`src/rtl/rmh_pkg.sv`:
```
// shared types and constants for the running median histogram block
`default_nettype none

package rmh_pkg;

    localparam logic [1:0] ACT_ADD    = 2'd0;
    localparam logic [1:0] ACT_REMOVE = 2'd1;
    localparam logic [1:0] ACT_CLEAR  = 2'd2;

    localparam logic [1:0] STAT_OK     = 2'd0;
    localparam logic [1:0] STAT_ABSENT = 2'd1;
    localparam logic [1:0] STAT_FULL   = 2'd2;

    typedef struct packed {
        logic [1:0] action;
        logic [7:0] sample;
    } in_item_t;

    typedef struct packed {
        logic [7:0]  median_value;
        logic [15:0] total_count;
        logic [1:0]  status;
    } out_item_t;

    typedef enum logic [1:0] {
        S_IDLE,
        S_UPDATE,
        S_MOVE
    } state_t;

    typedef struct packed {
        logic accept;
        logic update;
        logic commit;
        logic finish;
        logic load_out;
    } cmd_t;

    typedef struct packed {
        logic move_needed;
        logic out_busy;
    } stat_t;

endpackage

`default_nettype wire

```
`src/rtl/rmh_ctrl.sv`:
```
// controller state machine sequencing bin update, median move and result load
`default_nettype none

module rmh_ctrl
    import rmh_pkg::*;
(
    input  logic  clk,
    input  logic  rst_n,
    input  logic  in_valid,
    output logic  in_ready,
    input  logic  out_ready,
    input  stat_t stat,
    output cmd_t  cmd
);

    state_t state_reg;
    state_t state_next;
    logic   out_free;

    assign out_free = !stat.out_busy || out_ready;

    always_ff @(posedge clk or negedge rst_n)
    begin
        if (!rst_n)
        begin
            state_reg <= S_IDLE;
        end
        else
        begin
            state_reg <= state_next;
        end
    end

    always_comb
    begin
        state_next = state_reg;
        unique case (state_reg)
            S_IDLE:
            begin
                if (in_valid)
                begin
                    state_next = S_UPDATE;
                end
            end
            S_UPDATE:
            begin
                priority if (stat.move_needed)
                begin
                    state_next = S_MOVE;
                end
                else if (out_free)
                begin
                    state_next = S_IDLE;
                end
            end
            S_MOVE:
            begin
                if (out_free)
                begin
                    state_next = S_IDLE;
                end
            end
            default:
            begin
                state_next = S_IDLE;
            end
        endcase
    end

    always_comb
    begin
        in_ready     = 1'b0;
        cmd          = '0;
        unique case (state_reg)
            S_IDLE:
            begin
                in_ready   = 1'b1;
                cmd.accept = in_valid;
            end
            S_UPDATE:
            begin
                cmd.update   = 1'b1;
                cmd.commit   = stat.move_needed || out_free;
                cmd.load_out = !stat.move_needed && out_free;
            end
            S_MOVE:
            begin
                cmd.finish   = out_free;
                cmd.load_out = out_free;
            end
            default:
            begin
                in_ready = 1'b0;
            end
        endcase
    end

endmodule

`default_nettype wire

```
`config.mk`:
```
export PLATFORM = sky130hd
export DESIGN_NAME = rmh_ctrl
export DESIGN_NICKNAME = d
export VERILOG_FILES = /design/src/rtl/rmh_pkg.sv /design/src/rtl/rmh_ctrl.sv
export SDC_FILE = /design/constraint.sdc
export NUM_CORES = 1
export LEC_CHECK = 0
export ABC_AREA = 0
export ABC_CLOCK_PERIOD_IN_PS = 1200
export BUFFER_PORTS_ARGS = -buffer_cell sky130_fd_sc_hd__buf_2
export CORE_AREA = 8 8 45 47
export DETAILED_ROUTE_END_ITERATION = 10
export DIE_AREA = 0 0 53 55
export SLEW_MARGIN = 20
export SYNTH_ARGS = -nofsm -noshare
export SYNTH_HDL_FRONTEND = slang
export SYNTH_SLANG_ARGS = --single-unit
```
`constraint.sdc`:
```
create_clock -name clk -period 1.2 [get_ports clk]
set_input_delay 0 -clock clk [delete_from_list [all_inputs] [get_ports clk]]
set_output_delay 0 -clock clk [all_outputs]
set_load 0.02 [all_outputs]
```
==> impl_metrics.ini <==
[global_route]
antenna_found_initial = 0
grt_use_total = 0.05027
grt_max_degree = 6
grt_overflow = 0
grt_pass1_vias = 277
grt_pass1_wl_mm = 1.062

[synth]
synth_seq_cells = 2
synth_top_family_by_area = compound AO/OA/AOI/OAI gates
synthCells = 25
synth_cell_types = 16
synthAdderAreaFrac = 0.2312
yosysWarnings = 0
syn_avg_cell_area_sq_um = 8.658
synthMuxAreaShare = 0
synth_xor_area_frac = 0
yosys.area_share.simple = 0.2312
synth_compound_area_frac = 0.2370
synth_fp_nets = 35
syn-cell-area_sq_um = 216.5
ys_seq_area_frac = 0.2312

[route]
wl_per_cell_um = 11.31
routed_wl_um = 690
dr.first_iter.drc_count = 0
drcViolationCount = 0
vias = 243
detail-route-antenna-nets = 0
routed_via_density = 3.984
dr.pass1.iters = 1

[worst_setup_path]
r2r_end = state_reg[1]
cpMaxStageDelayCell = dfrtp_2
ff2ff_path_depth = 5
cp-end-kind = output port
start_kind = register
cp_top_family = flip-flops
reg2reg_from = state_reg[0]
critPathMaxStageDelay_ps = 440
required_ps = 1200
worst-path-buf-inv = 2
r2r_slack_ps = -40
crit_type = reg -> out
cp_max_fo = 4
worstPathArrival_ps = 1260
cp_cell_sequence = inv_4 -> ha_4 -> nand2_2 -> nor2_2 -> buf_6

[sta]
slew_violations = 0
relSlewSlack = 0.8289
post-route-period-util = 1.052
period_minus_slack_ps = 1263
hold_viol = 0
clock.fmax_mhz = 792.1
rsz0062_at_grt = yes
setup_slack_ps = -62.52
setup_viol = 5
finalSetupTns_ps = -195.4
worst_pin_slew_ps = 253.9
skew_ps = 2.276

[cts]
cts.sinks = 2
worstSkewPairLatency_ps = 220
cts_root_buffer = clkbuf_4
cts_tree = built
path_clk_slew_ps = 30
cts_buffers = 3
cts-htree-levels = 1
clockBufferDepth = 2

[floorplan]
rows = 14
die_x_um = 53
die_h_um = 55
start_util = 0.1564
core-area_sq_um = 1384
io_pins = 12
die_area_sq_um = 2915

[status]
violations = setup timing
status = complete, but fails checks

[final_layout]
final_nets = 57
drive_above_1_share = 0.8000
final_cell_area_sq_um = 493.0
final_cell_mix = buf_2 (6), buf_6 (6), ha_4 (4), buf_4 (4), clkbuf_4 (3)
fill_cells = 136
area_delta_synth_final_pct = 127.7
diodes = 0
fin_util = 0.3562
largest_reg_flops = 2

[power]
finalPower_uw = 1218
power_density_nw_per_um2 = 2470
p_leak_uw = 0.0002266
ir_drop_uv = 622.2

[placement]
dpl_cell_area_sq_um = 324.1
port_buffers = 11
pre_cts_slack_ps = -39.48
dp_hpwl_um = 478.2
gp_congestion = 0.7148

[min_path]
min_path_type = in -> async

[run]
cap_violations = 0
==> cells in the mapped netlist (all sizes together) <==
cell | n | share of area
nor3 | 1 | 0.023
and2 | 2 | 0.064
dfrtp | 2 | 0.23
nor2b | 1 | 0.029
inv | 4 | 0.069
o21bai | 2 | 0.069
nand2 | 2 | 0.035
ha | 4 | 0.23
nor2 | 1 | 0.017
a21oi | 1 | 0.023
a21o | 1 | 0.035
o41ai | 1 | 0.040
a22oi | 1 | 0.035
nand2b | 1 | 0.064
o21a | 1 | 0.035
==> layer usage <==
metal / vias up / share of wire / track usage
met5: - / 0 / 0
met4: 0 / 0 / 0.05172
met3: 0 / 0.11 / 0.02139
met2: 8 / 0.54 / 0.08984
met1: 111 / 0.34 / 0.03951
li1: 124 / - / -
==> metrics by stage <==
stage / hold slack, ps / cells
after global routing: 105.2 / 61
final: 90.37 / 61
after floorplan: -295.6 / 25
after detailed placement: -211.2 / 53
after global placement: -212.4 / 53
after CTS: 78.27 / 58
==> worst max-delay path by stage <==
stage	to	start	cells after the start	slack [ps]
after floorplan	state_reg[1]	state_reg[1]	5	4
final	cmd[0]	state_reg[0]	5	-60
after detailed placement	state_reg[1]	state_reg[0]	5	-40
after CTS	cmd[2]	state_reg[1]	5	-60
after global routing	cmd[0]	state_reg[0]	5	-110
after global placement	state_reg[1]	state_reg[0]	5	-20
==> worst reg2reg max path: stages, from the launching register on <==
cell	delay (ps)
dfrtp_2	440
inv_4	70
ha_4	160
nor2b_4	130
o21bai_1	150
a21o_1	170
==> logic make-up (layout without fill, tap and decap cells) <==
| kind of cell | count (synthesis) | count (layout) |
|---|---|---|
| AO/OA/AOI/OAI | 7 | 7 |
| adder cells (fa/ha/maj) | 4 | 4 |
| buffers and inverters | 4 | 24 |
| flip-flops | 2 | 2 |
| AND/OR/NAND/NOR | 8 | 8 |
==> area by class of cell <==
class	instances	area [sq um]	share of cell area
Inverter	4	17.52	0.03553
Timing Repair Buffer	17	137.6	0.2792
Clock buffer	3	22.52	0.04569
Sequential cell	2	51.30	0.1041
Tap cell	16	20.02	0.04061
Multi-Input combinational cell	19	244.0	0.4949
==> repair_timing <==
action / CTS / global route
pin swaps: 5 / 6
hold endpoints to repair: 2 / 0
hold buffers: 1 / 0
setup endpoints to repair: 6 / 7
buffers inserted: 1 / 3
resized for setup: 13 / 12
==> power breakdown <==
part,switching (uW),leakage (uW),internal (uW)
registers,54.1,0.0000248,98.9
clock network,36.7,0.0000138,110
logic,427,0.000188,490
No activity file was read; power rests on OpenSTA's default activity.
